--- src/hw/rtl/udmn_pkg.sv ---
package udmn_pkg;

    localparam int DATA_W  = 32;
    localparam int WIDE_W  = DATA_W + 1;
    localparam int SHIFT_W = 6;
    localparam int POS_W   = 5;
    localparam int ITER_W  = 6;

    localparam logic [POS_W-1:0]  LAST_DIV_STEP = POS_W'(DATA_W - 1);
    localparam logic [ITER_W-1:0] MAX_ITER      = ITER_W'(DATA_W);
    localparam logic [SHIFT_W-1:0] BASE_SHIFT   = SHIFT_W'(DATA_W);

    typedef enum logic [3:0] {
        S_IDLE  = 4'b0001,
        S_DIV   = 4'b0010,
        S_CHECK = 4'b0100,
        S_STEP  = 4'b1000
    } t_state;

endpackage

--- src/hw/rtl/unsigned_div_magic_number.sv ---
// Channel   Direction  Transfer condition   Payload
// input     in         start && !busy       i_divisor
// result    out        o_done               o_multiplier, o_needs_fixup,
//                                           o_shift_amount, o_bad_divisor
//
// A valid divisor takes 32 restoring-division steps to reach 2^32 mod b, then
// alternating check/step cycles, one pair per search index i. All of it runs
// through one shared 33-bit subtractor. Divisor 0 or 1 gives its result the
// cycle after transfer. busy is high from transfer until the result cycle;
// o_done pulses one cycle. Synchronous active-low reset returns to idle; the
// receiver cannot stall.
module unsigned_div_magic_number import udmn_pkg::*; (
    input  logic               i_clk,
    input  logic               i_rst_n,
    input  logic               start,
    output logic               busy,
    input  logic [DATA_W-1:0]  i_divisor,
    output logic               o_done,
    output logic [DATA_W-1:0]  o_multiplier,
    output logic               o_needs_fixup,
    output logic [SHIFT_W-1:0] o_shift_amount,
    output logic               o_bad_divisor
);

    t_state             r_state, n_state;
    logic [DATA_W-1:0]  r_div, n_div;
    logic [DATA_W-1:0]  r_rem, n_rem;
    logic [DATA_W-1:0]  r_quo, n_quo;
    logic [POS_W-1:0]   r_k, n_k;
    logic [ITER_W-1:0]  r_i, n_i;
    logic [WIDE_W-1:0]  r_pow, n_pow;
    logic [WIDE_W-1:0]  r_mask, n_mask;
    logic               r_done, n_done;
    logic [DATA_W-1:0]  r_mul, n_mul;
    logic               r_fix, n_fix;
    logic [SHIFT_W-1:0] r_sh, n_sh;
    logic               r_bad, n_bad;

    logic [WIDE_W-1:0]  w_a, w_b, w_diff;
    logic               w_borrow;
    logic [POS_W-1:0]   w_msb;
    logic               w_accept;
    logic [WIDE_W-1:0]  w_c;
    logic               w_fin;

    assign w_accept = start && !busy;

    always_comb begin
        if (r_state == S_CHECK) begin
            w_a = {1'b0, r_div};
            w_b = {1'b0, r_rem};
        end else begin
            w_a = {r_rem, 1'b0};
            w_b = {1'b0, r_div};
        end
    end

    udmn_sub u_sub (
        .i_a      (w_a),
        .i_b      (w_b),
        .o_diff   (w_diff),
        .o_borrow (w_borrow)
    );

    udmn_msb u_msb (
        .i_clk   (i_clk),
        .i_rst_n (i_rst_n),
        .i_load  (w_accept),
        .i_step  (r_state == S_DIV),
        .i_value (i_divisor),
        .o_msb   (w_msb)
    );

    // c = b - r; c <= 2^i when no bit above i-1 is set, or c is exactly 2^i
    assign w_c   = {1'b0, w_diff[DATA_W-1:0]};
    assign w_fin = (r_rem == '0) || ((w_c & ~r_mask) == '0) || (w_c == r_pow)
                   || (r_i == MAX_ITER);

    always_comb begin
        n_state = r_state;
        n_div   = r_div;
        n_rem   = r_rem;
        n_quo   = r_quo;
        n_k     = r_k;
        n_i     = r_i;
        n_pow   = r_pow;
        n_mask  = r_mask;
        n_done  = 1'b0;
        n_mul   = r_mul;
        n_fix   = r_fix;
        n_sh    = r_sh;
        n_bad   = r_bad;
        case (r_state)
            S_IDLE: begin
                if (start) begin
                    n_div  = i_divisor;
                    n_rem  = DATA_W'(1);
                    n_quo  = '0;
                    n_k    = '0;
                    n_i    = '0;
                    n_pow  = WIDE_W'(1);
                    n_mask = '0;
                    if (i_divisor < DATA_W'(2)) begin
                        n_mul  = '0;
                        n_fix  = 1'b0;
                        n_sh   = '0;
                        n_bad  = 1'b1;
                        n_done = 1'b1;
                    end else begin
                        n_state = S_DIV;
                    end
                end
            end
            S_DIV, S_STEP: begin
                // r = 2r mod b, quotient gains one bit
                n_rem = w_borrow ? w_a[DATA_W-1:0] : w_diff[DATA_W-1:0];
                n_quo = {r_quo[DATA_W-2:0], ~w_borrow};
                if (r_state == S_DIV) begin
                    n_k = r_k + POS_W'(1);
                    if (r_k == LAST_DIV_STEP) begin
                        n_state = S_CHECK;
                    end
                end else begin
                    n_i     = r_i + ITER_W'(1);
                    n_pow   = {r_pow[WIDE_W-2:0], 1'b0};
                    n_mask  = {r_mask[WIDE_W-2:0], 1'b1};
                    n_state = S_CHECK;
                end
            end
            S_CHECK: begin
                if (w_fin) begin
                    n_mul  = r_quo + DATA_W'(r_rem != '0);
                    n_bad  = 1'b0;
                    n_done = 1'b1;
                    if (r_i <= {1'b0, w_msb}) begin
                        n_fix = 1'b0;
                        n_sh  = BASE_SHIFT + SHIFT_W'(r_i);
                    end else begin
                        n_fix = 1'b1;
                        n_sh  = SHIFT_W'(w_msb);
                    end
                    n_state = S_IDLE;
                end else begin
                    n_state = S_STEP;
                end
            end
            default: begin
                n_state = S_IDLE;
            end
        endcase
    end

    always_ff @(posedge i_clk) begin
        if (!i_rst_n) begin
            r_state <= S_IDLE;
            r_done  <= 1'b0;
        end else begin
            r_state <= n_state;
            r_done  <= n_done;
        end
    end

    always_ff @(posedge i_clk) begin
        r_div  <= n_div;
        r_rem  <= n_rem;
        r_quo  <= n_quo;
        r_k    <= n_k;
        r_i    <= n_i;
        r_pow  <= n_pow;
        r_mask <= n_mask;
        r_mul  <= n_mul;
        r_fix  <= n_fix;
        r_sh   <= n_sh;
        r_bad  <= n_bad;
    end

    assign busy           = (r_state != S_IDLE);
    assign o_done         = r_done;
    assign o_multiplier   = r_mul;
    assign o_needs_fixup  = r_fix;
    assign o_shift_amount = r_sh;
    assign o_bad_divisor  = r_bad;

    a_done_idle: assert property (@(posedge i_clk) disable iff (!i_rst_n)
        o_done |-> !busy)
        else $error("result strobe while busy");

    a_bad_fast: assert property (@(posedge i_clk) disable iff (!i_rst_n)
        (start && !busy && i_divisor < DATA_W'(2)) |=> (o_done && o_bad_divisor))
        else $error("bad divisor not reported next cycle");

    a_bad_zero: assert property (@(posedge i_clk) disable iff (!i_rst_n)
        (o_done && o_bad_divisor) |-> (o_multiplier == '0 && o_shift_amount == '0
                                       && !o_needs_fixup))
        else $error("bad divisor result carries nonzero fields");

    a_rem_reduced: assert property (@(posedge i_clk) disable iff (!i_rst_n)
        (r_state == S_CHECK) |-> (r_rem < r_div))
        else $error("remainder not reduced");

    a_iter_bound: assert property (@(posedge i_clk) disable iff (!i_rst_n)
        (r_state == S_CHECK || r_state == S_STEP) |-> (r_i <= MAX_ITER))
        else $error("search index overrun");

endmodule

--- src/hw/rtl/udmn_sub.sv ---
module udmn_sub import udmn_pkg::*; (
    input  logic [WIDE_W-1:0] i_a,
    input  logic [WIDE_W-1:0] i_b,
    output logic [WIDE_W-1:0] o_diff,
    output logic              o_borrow
);

    logic [WIDE_W:0] w_full;

    assign w_full   = {1'b0, i_a} - {1'b0, i_b};
    assign o_diff   = w_full[WIDE_W-1:0];
    assign o_borrow = w_full[WIDE_W];

endmodule

--- src/hw/rtl/udmn_msb.sv ---
module udmn_msb import udmn_pkg::*; (
    input  logic              i_clk,
    input  logic              i_rst_n,
    input  logic              i_load,
    input  logic              i_step,
    input  logic [DATA_W-1:0] i_value,
    output logic [POS_W-1:0]  o_msb
);

    logic [DATA_W-1:0] r_sh;
    logic [POS_W-1:0]  r_pos;
    logic [POS_W-1:0]  r_msb;
    logic              r_found;

    // scans one bit per step from the top; first set bit gives floor(log2)
    always_ff @(posedge i_clk) begin
        if (!i_rst_n) begin
            r_found <= 1'b0;
        end else if (i_load) begin
            r_found <= 1'b0;
        end else if (i_step && !r_found && r_sh[DATA_W-1]) begin
            r_found <= 1'b1;
        end
    end

    always_ff @(posedge i_clk) begin
        if (i_load) begin
            r_sh  <= i_value;
            r_pos <= POS_W'(DATA_W - 1);
        end else if (i_step) begin
            r_sh  <= {r_sh[DATA_W-2:0], 1'b0};
            r_pos <= r_pos - POS_W'(1);
            if (!r_found && r_sh[DATA_W-1]) begin
                r_msb <= r_pos;
            end
        end
    end

    assign o_msb = r_msb;

endmodule

--- config.mk ---
export PLATFORM = sky130hd
export DESIGN_NAME = unsigned_div_magic_number
export DESIGN_NICKNAME = d
export VERILOG_FILES = /design/src/hw/rtl/udmn_pkg.sv /design/src/hw/rtl/unsigned_div_magic_number.sv /design/src/hw/rtl/udmn_sub.sv /design/src/hw/rtl/udmn_msb.sv
export SDC_FILE = /design/constraint.sdc
export NUM_CORES = 1
export LEC_CHECK = 0
export ABC_AREA = 1
export BUFFER_PORTS_ARGS = -buffer_cell sky130_fd_sc_hd__buf_2
export CORE_ASPECT_RATIO = 0.8
export CORE_MARGIN = 3
export CORE_UTILIZATION = 40
export DETAILED_ROUTE_END_ITERATION = 16
export GPL_TIMING_DRIVEN = 0
export PLACE_DENSITY_LB_ADDON = 0.12
export SETUP_SLACK_MARGIN = 0.15
export SYNTH_ARGS = -nofsm -noshare
export SYNTH_HDL_FRONTEND = slang
export SYNTH_SLANG_ARGS = --single-unit
--- constraint.sdc ---
create_clock -name i_clk -period 13 [get_ports i_clk]
set_input_delay 1.95 -clock i_clk [delete_from_list [all_inputs] [get_ports i_clk]]
set_output_delay 1.95 -clock i_clk [all_outputs]
set_load 0.02 [all_outputs]
### After elaboration in Yosys (flattened, before gate mapping)

Cells that the tools add are included.
W data, S select, Z words.

* bits in registers: 261
* bits of input ports: 35
* logic and storage cells: 118

* add/sub/neg operators: 6
* magnitude comparators: 2
* equal/unequal tests: 15
* mux-type cells: 49
* bitwise logic cells: 5
* reductions and logical operators: 24

Operator list (count)
* $mux W32: 9
* $pmux W32 S2: 3
* $mux W33: 5
* $pmux W33 S2: 2
* $mux W6: 6
* $sub A33 B32 Y34: 1
* $and A32 B33 Y33: 1
* $eq A32 B33 Y1: 1
* $logic_not A33 Y1: 1
* $not A33 Y33: 1
* $add A32 B1 Y32: 1
* $logic_not A32 Y1: 1
* $lt A32 B2 Y1 const B: 1
* $reduce_bool A32 Y1: 1
* $pmux W6 S2: 2
* $mux W4: 5
* $pmux W4 S3: 1
* $reduce_and A3 Y1: 4
* $mux W1: 10
* $mux W5: 2
* $ne A2 B2 Y1 const B: 5
* $pmux W5 S2: 1
* $add A6 B1 Y6 const B: 1
* $add A6 B6 Y6 const A: 1
* 21 further kinds: 35

### Longest topological paths before layout

Gate-level depths: netlist (run 1).

* depth after elaboration: 10
* gate-level depth with buffers: 29

### Modules after synthesis

A second synthesis (run 1) with hierarchy kept.

* cell total of the unflattened synthesis: 1972
* area total of the unflattened synthesis: 15482.3 um^2

By module, submodules not included
* unsigned_div_magic_number: instances 1, cells an instance 1216, area an instance 10971.8 um^2, seq. area each 6466.2 um^2
* udmn_sub: instances 1, cells an instance 577, area an instance 2652.5 um^2, seq. area each 0.0 um^2
* udmn_msb: instances 1, cells an instance 179, area an instance 1858.0 um^2, seq. area each 1231.2 um^2

### Worst setup path before layout (run 1)

No wires, ideal clock.

* path kind: input port to flip-flop
* start: input start
* end: register r_i[0], enable pin
* setup time: 0.606 ns
* arrival time: 7.249 ns
* data required time: 12.394 ns
* slack: 5.145 ns
* cell stages on the path: 2
* path buffers: 0
* path through: nor2_1 -> a211oi_1

* longest elaborated chain between the ends: 2

RTL lines
* from (decl): line unsigned_div_magic_number.sv:15 `input logic start,`
* $ne A2 B2 Y1 (no source line)
* $reduce_and A3 Y1 (no source line)
* to (signal assigned): line unsigned_div_magic_number.sv:168 `r_i <= n_i;`
* to (decl): line unsigned_div_magic_number.sv:30 `logic [ITER_W-1:0] r_i, n_i;`

No other way between the ends.
A chain may end at the register's enable or synchronous reset.

### Worst setup path in the final report (run 1)

* start: register r_state[0]
* end: register r_mul[18], in the netlist o_multiplier[18], enable pin

* longest elaborated chain between the ends: 10
* elaborated cells on any way between the ends: 16
* those cells by class: add/sub (1); eq/ne (6); mux (2); bitwise (1); reduce/logical (6)

RTL lines
* from (decl): line unsigned_div_magic_number.sv:25 `t_state r_state, n_state;`
* from (signal assigned): line unsigned_div_magic_number.sv:158 `r_state <= n_state;`
* $eq A4 B3 Y1: line unsigned_div_magic_number.sv:49, unsigned_div_magic_number.sv:93
* $mux W33 or $mux W32 (tied branches): line unsigned_div_magic_number.sv:49 `if (r_state == S_CHECK) begin`
* $sub A33 B32 Y34: line udmn_sub.sv:10 `assign w_full = {1'b0, i_a} - {1'b0, i_b};`
* $and A32 B33 Y33: line unsigned_div_magic_number.sv:76 `assign w_fin = (r_rem == '0) || ((w_c & ~r_mask) == '0) || (w_c == r_pow)`
* $logic_not A33 Y1: line unsigned_div_magic_number.sv:76
* $logic_or A1 B1 Y1 (2 in series): line unsigned_div_magic_number.sv:76
* $logic_or A1 B1 Y1: line unsigned_div_magic_number.sv:77 `|| (r_i == MAX_ITER);`
* $ne A2 B2 Y1 (no source line)
* $reduce_and A4 Y1 (no source line) (*)
* to (signal assigned): line unsigned_div_magic_number.sv:171 `r_mul <= n_mul;`
* to (decl): line unsigned_div_magic_number.sv:34 `logic [DATA_W-1:0] r_mul, n_mul;`

Every way passes the cells marked *; elsewhere a longest branch is shown, timed or not.

==> results of run 1 <==
## synthesized netlist by cell type (all sizes together)
cell type,instances
mux2i,1
or2,3
ha,45
nor2,239
nor3b,5
inv,331
xor2,7
o211ai,2
or4,2
dfxtp,11
a211oi,7
a31oi,6
a311oi,1
nor3,24
o21a,3
nand3,131
edfxtp,249
nand4,18
a21oi,66
and2,2
fa,1
nand2,564
clkinv,1
nor4,18
o21bai,1
or3,1
clkbuf,37
o22ai,6
buf,9
o21ai,110
nand3b,6
## how the worst max path moves through the flow
stage / to / slack [ns] / cells past startpoint
finish: o_multiplier[18]$_SDFFCE_PN0P_ / 6.59 / 27
detailed placement: o_multiplier[24]$_SDFFCE_PN0P_ / 6.63 / 27
floorplan: r_i[0]$_SDFFCE_PP0P_ / 5.14 / 2
global placement: r_pow[4]$_SDFFCE_PP0P_ / 1.28 / 3
global route: o_multiplier[18]$_SDFFCE_PN0P_ / 6.15 / 27
CTS: o_multiplier[23]$_SDFFCE_PN0P_ / 6.60 / 27
## layout make-up
type | instances | area share (%)
well taps | 487 | 3.53
multi-input cells | 1269 | 35.3
clock buffers | 36 | 4.42
diodes | 2 | 0.0290
repair buffers | 83 | 2.87
plain buffers | 46 | 1.08
flip-flops and latches | 260 | 44.6
clock inverters | 18 | 0.936
inverters | 332 | 7.23
## per-stage QoR
step	hold slack, ns	utilization, %	std cells
floorplan	0.425	-	1907
global placement	0.435	43.4	2470
detailed placement	0.450	43.8	2477
CTS	0.467	46.2	2531
global route	0.478	46.3	2533
finish	0.461	46.3	2533
## registers in the layout, indices dropped and copies added, names as in the netlist
signal	flops
r_pow	33
o_multiplier	32
r_div	32
r_mask	32
r_quo	32
r_rem	32
u_msb.r_sh	32
o_shift_amount	6
r_i	6
r_k	5
u_msb.o_msb	5
u_msb.r_pos	5
r_state	4
o_bad_divisor	1
o_done	1
o_needs_fixup	1
u_msb.r_found	1
## logic make-up after synthesis
family          count (synthesis)  share of synthesized area [%]
compound gates                202                           7.12
xor+xnor                        7                          0.404
fa+ha+maj                      46                           3.84
mux                             1                         0.0659
buf+inv                       378                           9.42
simple gates                 1013                           28.5
flops                         260                           50.7
## power groups by stage
stage | Clock [uW] | Sequential [uW] | Combinational [uW]
after floorplan | 0 | 1230 | 744
after global placement | 0 | 1270 | 1050
after detailed placement | 0 | 1240 | 1090
after CTS | 831 | 1220 | 1100
after global routing | 865 | 1240 | 1240
final | 814 | 1220 | 1100
## metal layers
layer / up-vias / GRT usage [%] / part of all wire [%]
met5: - / 0 / 0
li1: 6411 / - / -
met4: 0 / 4.27 / 2.0
met1: 6066 / 35.4 / 50
met2: 460 / 30.8 / 40
met3: 45 / 3.76 / 8.1
==> impl_results.md, run 1 <==
* Outcome: complete, no violations
* Cell variety after synth at 43
* RSZ-0062 raised after global routing: no
* Final Slew Violations at 0
* WL/cell at 17.8 um
* PwrDens at 182 mW/mm^2
* Commonest non-fill, non-tap cell in the layout: nand2_1
* Gate Count Post-Synth at approximately 1,900
* Placer Congestion at 0.939
* Placed Instance Area at 0.0163 sq mm
* Top cell by count, worst path: nor2_1
* FF-to-FF path depth at 27
* Fin area at 0.0172 sq mm
* Reg area at roughly 0.0077 sq mm
* Total Power at 3140 uW
* Largest delay share family, worst path: simple AND/OR/NAND/NOR gates
* TNS Setup at 0 ns
* Clock transition at path regs at around 0.060 ns
* PortBufs at 76
* Number of buffers created by CTS at 29
* Net Sw Frac at roughly two fifths
* Power share of the clock group at roughly a quarter
* Worst Setup SP: r_state[0]$_SDFFE_PN1P_
* Dpl ws at 6.63 ns
* Net switching power at approximately 1200 uW
* Postcts setup bufs at 0
* Crit-path max FO at 40
* Combinational share of power at 35.0%
* Hold_buf cts at 0
* Worst Hold Class: reg2reg
* Critical path endpoint category: flop
* Syn nets at 1,988
* Hold Crit Start: u_msb.r_pos[4]$_SDFFE_PP1P_
* Root buf cell: clkbuf_16
* Htree depth at 1
* Slew Limit Headroom at 30.6%
* Top cell type's share of synthesized area at 49.2%
* Crit path launch type: flop
* Max Cap Viol at 0
* LEAKAGE at 0.00809 uW
* Share of post-route cells with drive strength above 1 at 9.64%
* Total track usage at 22.0%
* Core area at 0.0373 sq mm
* Slew @ Worst Pin at 1.04 ns
* Yosys top cell by area: edfxtp_1
* Worst R2R End: o_multiplier[18]$_SDFFCE_PN0P_
* Synth Register Bits at 260
* First DRT Iteration DRCs at 1,357
* Final worst slack at 6.59 ns
* Fill count at 3,721
* Hold Crit Endpoint: u_msb.o_msb[4]$_DFFE_PP_
* Final hold viol count at 0
* Die area at 0.0404 sq mm
* Initial Util at about 40%
* Part of the Yosys area used for sequential elements at roughly half
* Final wirelength at 45.1 mm
* Area of the multi-input gates at 0.00608 sq mm
* Ports at 77
* Fin nets at 2,102
* Power Internal at about 1900 uW
* Die H at between 150 and 200 um
* Setup Skew at ~0.015 ns
* Peak per-stage delay on the critical path at 0.75 ns
* Final setup violation count at 0
* Buffers and inverters on the worst path at 6
* Total grt overflow at 0
* Area Growth Syn to Fin at 13.5%
* WS Path Type: reg2reg
* CP max stage cell: nor3_1
* Worst skew pair latency at 0.58 ns
* Initial antenna violation count at 2
* First-pass GRT wire length at 68.6 mm
* Most frequent cells in the layout: nand2_1 (545), inv_1 (326), edfxtp_1 (249), nor2_1 (226), nand3_1 (125)
* Final worst path period need at 6.41 ns
* Synthesis Warnings at 0
* Die X at 224 um
* Row cnt at 63
* Final HPWL DP at approximately 36 mm
* Detailed Routing Iterations Pass 1 at 6
* Clock buffer depth at 3
* PostCTS Resize Cnt at 0
* Vias per cell at 5.13
* DRC at 0
* Reg2reg setup slack at 6.59 ns
* Area contributors post-synth: edfxtp_1 (49%), nand2_1 (14%), inv_1 (8.1%)
* DR vias at 12,982
* Vias in the first global route at 11,857
* Synthesized area per cell at 7.97 sq um
* Arr. time, crit path at roughly 6.6 ns
* CTS Sinks at 260
* Maximum VDD drop at 101 uV
* Fmax at 156 MHz
* RR Startpoint: r_state[0]$_SDFFE_PN1P_
* Pin count of the biggest net entering global routing at 41
* Antenna Nets Post-Route at 0
* Period utilization at between 40% and 50%
* Worst EP required at 13.19 ns
* WHS Path Cells at 0
* Sequential power share at 39.0%
* Synth Cell Area at 0.0152 sq mm
* CTS tree: yes
(Power assumes the default switching activity.)
==> run 2: changes to the inputs <==
==> constraint.sdc (replaced) <==
create_clock -name i_clk -period 6.6 [get_ports i_clk]
set_input_delay 0.99 -clock i_clk [delete_from_list [all_inputs] [get_ports i_clk]]
set_output_delay 0.99 -clock i_clk [all_outputs]
set_load 0.02 [all_outputs]
==> run 2 against run 1 <==
Net effect: hold slack lost 0.0057 ns; flip-flop and latch count is the same; setup slack got worse by 5.8 ns; sequential power is 98% higher; count of clock-buffer cells in the layout stayed put; largest cell class unchanged; largest power group unchanged.
==> impl_results.md, run 2 (synthesis gave the netlist of run 1 again) <==
* Outcome: complete, no violations
* Total grt overflow at 0 (unchanged)
* WS Path Type: reg2reg
* Fin area at 0.0172 sq mm (about the same)
* Worst EP required at 6.79 ns (-6.40 ns)
* Fill count at 3,769 (+1.3%)
* Slew Limit Headroom at 31.4% (+0.89 points)
* Number of buffers created by CTS at 28 (-3.4%)
* Critical path endpoint category: flop
* Worst Hold Class: reg2reg
* Most frequent cells in the layout: nand2_1 (545), inv_1 (326), edfxtp_1 (249), nor2_1 (226), nand3_1 (125)
* Slew @ Worst Pin at 1.03 ns (-0.0133 ns)
* Fmax at 173 MHz (+11%)
* Total Power at 6160 uW (+96%)
* Max reg flops at 33 (unchanged)
* CTS tree: yes
* PostCTS Resize Cnt at 0 (unchanged)
* PwrDens at 357 mW/mm^2 (+96%)
* Area of the multi-input gates at 0.00609 sq mm (about the same)
* Largest delay share family, worst path: simple AND/OR/NAND/NOR gates
* RSZ-0062 raised after global routing: no
* Row cnt at 63 (unchanged)
* Placed Instance Area at 0.0163 sq mm (about the same)
* Period utilization at 87.7% (+38 points)
* Core area at 0.0373 sq mm (unchanged)
* Crit-path max FO at 40 (unchanged)
* Commonest non-fill, non-tap cell in the layout: nand2_1
* Initial antenna violation count at 3 (+1)
* Final wirelength at 44.7 mm (-0.92%)
* Fin nets at 2,100 (-0.095%)
* Htree depth at 1 (unchanged)
* Crit path launch type: flop
* Peak per-stage delay on the critical path at 0.48 ns (-0.27 ns)
* DR vias at 12,947 (-0.27%)
* DRC at 0 (unchanged)
* Ports at 77 (unchanged)
* Pin count of the biggest net entering global routing at 41 (unchanged)
* First-pass GRT wire length at 68.8 mm (+0.17%)
* Hold slack at 0.456 ns (-0.00568 ns)
* First DRT Iteration DRCs at 1,326 (-2.3%)
* Placer Congestion at 0.932 (-0.74%)
* Arr. time, crit path at 5.98 ns (-0.62 ns)
* Setup Skew at 0.0124 ns (-0.00300 ns)
* Share of post-route cells with drive strength above 1 at 9.51% (-0.13 points)
* Final Slew Violations at 0 (unchanged)
* Vias per cell at 5.12 (-0.19%)
* Worst skew pair latency at 0.57 ns (about the same)
* Final core utilization at 46.3% (about the same)
* Final setup violation count at 0 (unchanged)
* Top cell by count, worst path: nor2_1
* Final hold viol count at 0 (unchanged)
* CTS Sinks at 260 (unchanged)
* Final worst path period need at 5.79 ns (-0.619 ns)
* Reg area at 0.00770 sq mm (unchanged)
* Vias in the first global route at 11,972 (+0.97%)
* Clock buffer depth at 3 (unchanged)
* Maximum VDD drop at 217 uV (+110%)
* Die X at 224 um (unchanged)
* Postcts setup bufs at 0 (unchanged)
* Die area at 0.0404 sq mm (unchanged)
* Antenna Nets Post-Route at 0 (unchanged)
* Buffers and inverters on the worst path at 6 (unchanged)
* Final std cells w/o fill at 2,531 (-0.079%)
* Initial Util at 40.7% (unchanged)
* CP max stage cell: clkinv_2
* PortBufs at 76 (unchanged)
* LEAKAGE at 0.00808 uW (about the same)
* Root buf cell: clkbuf_16
* Area Growth Syn to Fin at 13.5% (about the same)
* Die H at 180 um (unchanged)
* WL/cell at 17.6 um (-0.84%)
* Hold_buf cts at 0 (unchanged)
* Final HPWL DP at 35.4 mm (-0.84%)
* Cell total after placement at 2,476 (-0.040%)
* Detailed Routing Iterations Pass 1 at 5 (-1)
* Max Cap Viol at 0 (unchanged)
* Total track usage at 21.9% (-0.045 points)
* Register with the most flip-flops: r_pow
* Clock transition at path regs at 0.06 ns (about the same)
run 2: through the flow:
step / worst slack, ns / setup TNS [ns]
4_1_cts: 0.259 / 0
5_1_grt: 0.243 / 0
3_3_place_gp: -0.109 / -4.14
3_5_place_dp: 0.293 / 0
2_1_floorplan: 1.96 / 0
6_report: 0.812 / 0
run 2: per-layer routing:
metal  GRT usage (%)  part of all wire [%]  vias up
met5               0                     0        -
met4            4.32                   1.8        0
met3            3.52                   7.6       50
met2            30.6                    40      432
met1            35.5                    50     6072
li1                -                     -     6393
run 2: cell type report:
cell class / count / area share [%]
Antenna cell: 3 / 0.0435
Buffer: 46 / 1.08
Clock buffer: 36 / 4.36
Clock inverter: 16 / 0.950
Inverter: 332 / 7.23
Multi-Input combinational cell: 1269 / 35.3
Sequential cell: 260 / 44.6
Tap cell: 487 / 3.53
Timing Repair Buffer: 82 / 2.86
run 2: path summary, 6_finish.rpt:
kind         depth (start not counted)                             end                        start  slack (ns)
max reg2reg                         27  o_multiplier[17]$_SDFFCE_PN0P_      r_state[0]$_SDFFE_PN1P_        0.81
min                                  0        u_msb.o_msb[4]$_DFFE_PP_  u_msb.r_pos[4]$_SDFFE_PP1P_        0.46
max                                 27  o_multiplier[17]$_SDFFCE_PN0P_      r_state[0]$_SDFFE_PN1P_        0.81
min reg2reg                          0        u_msb.o_msb[4]$_DFFE_PP_  u_msb.r_pos[4]$_SDFFE_PP1P_        0.46
run 2: power by group:
group / internal (uW) / switching (uW)
sequential: 2240 / 168
clock: 922 / 673
combinational: 624 / 1540
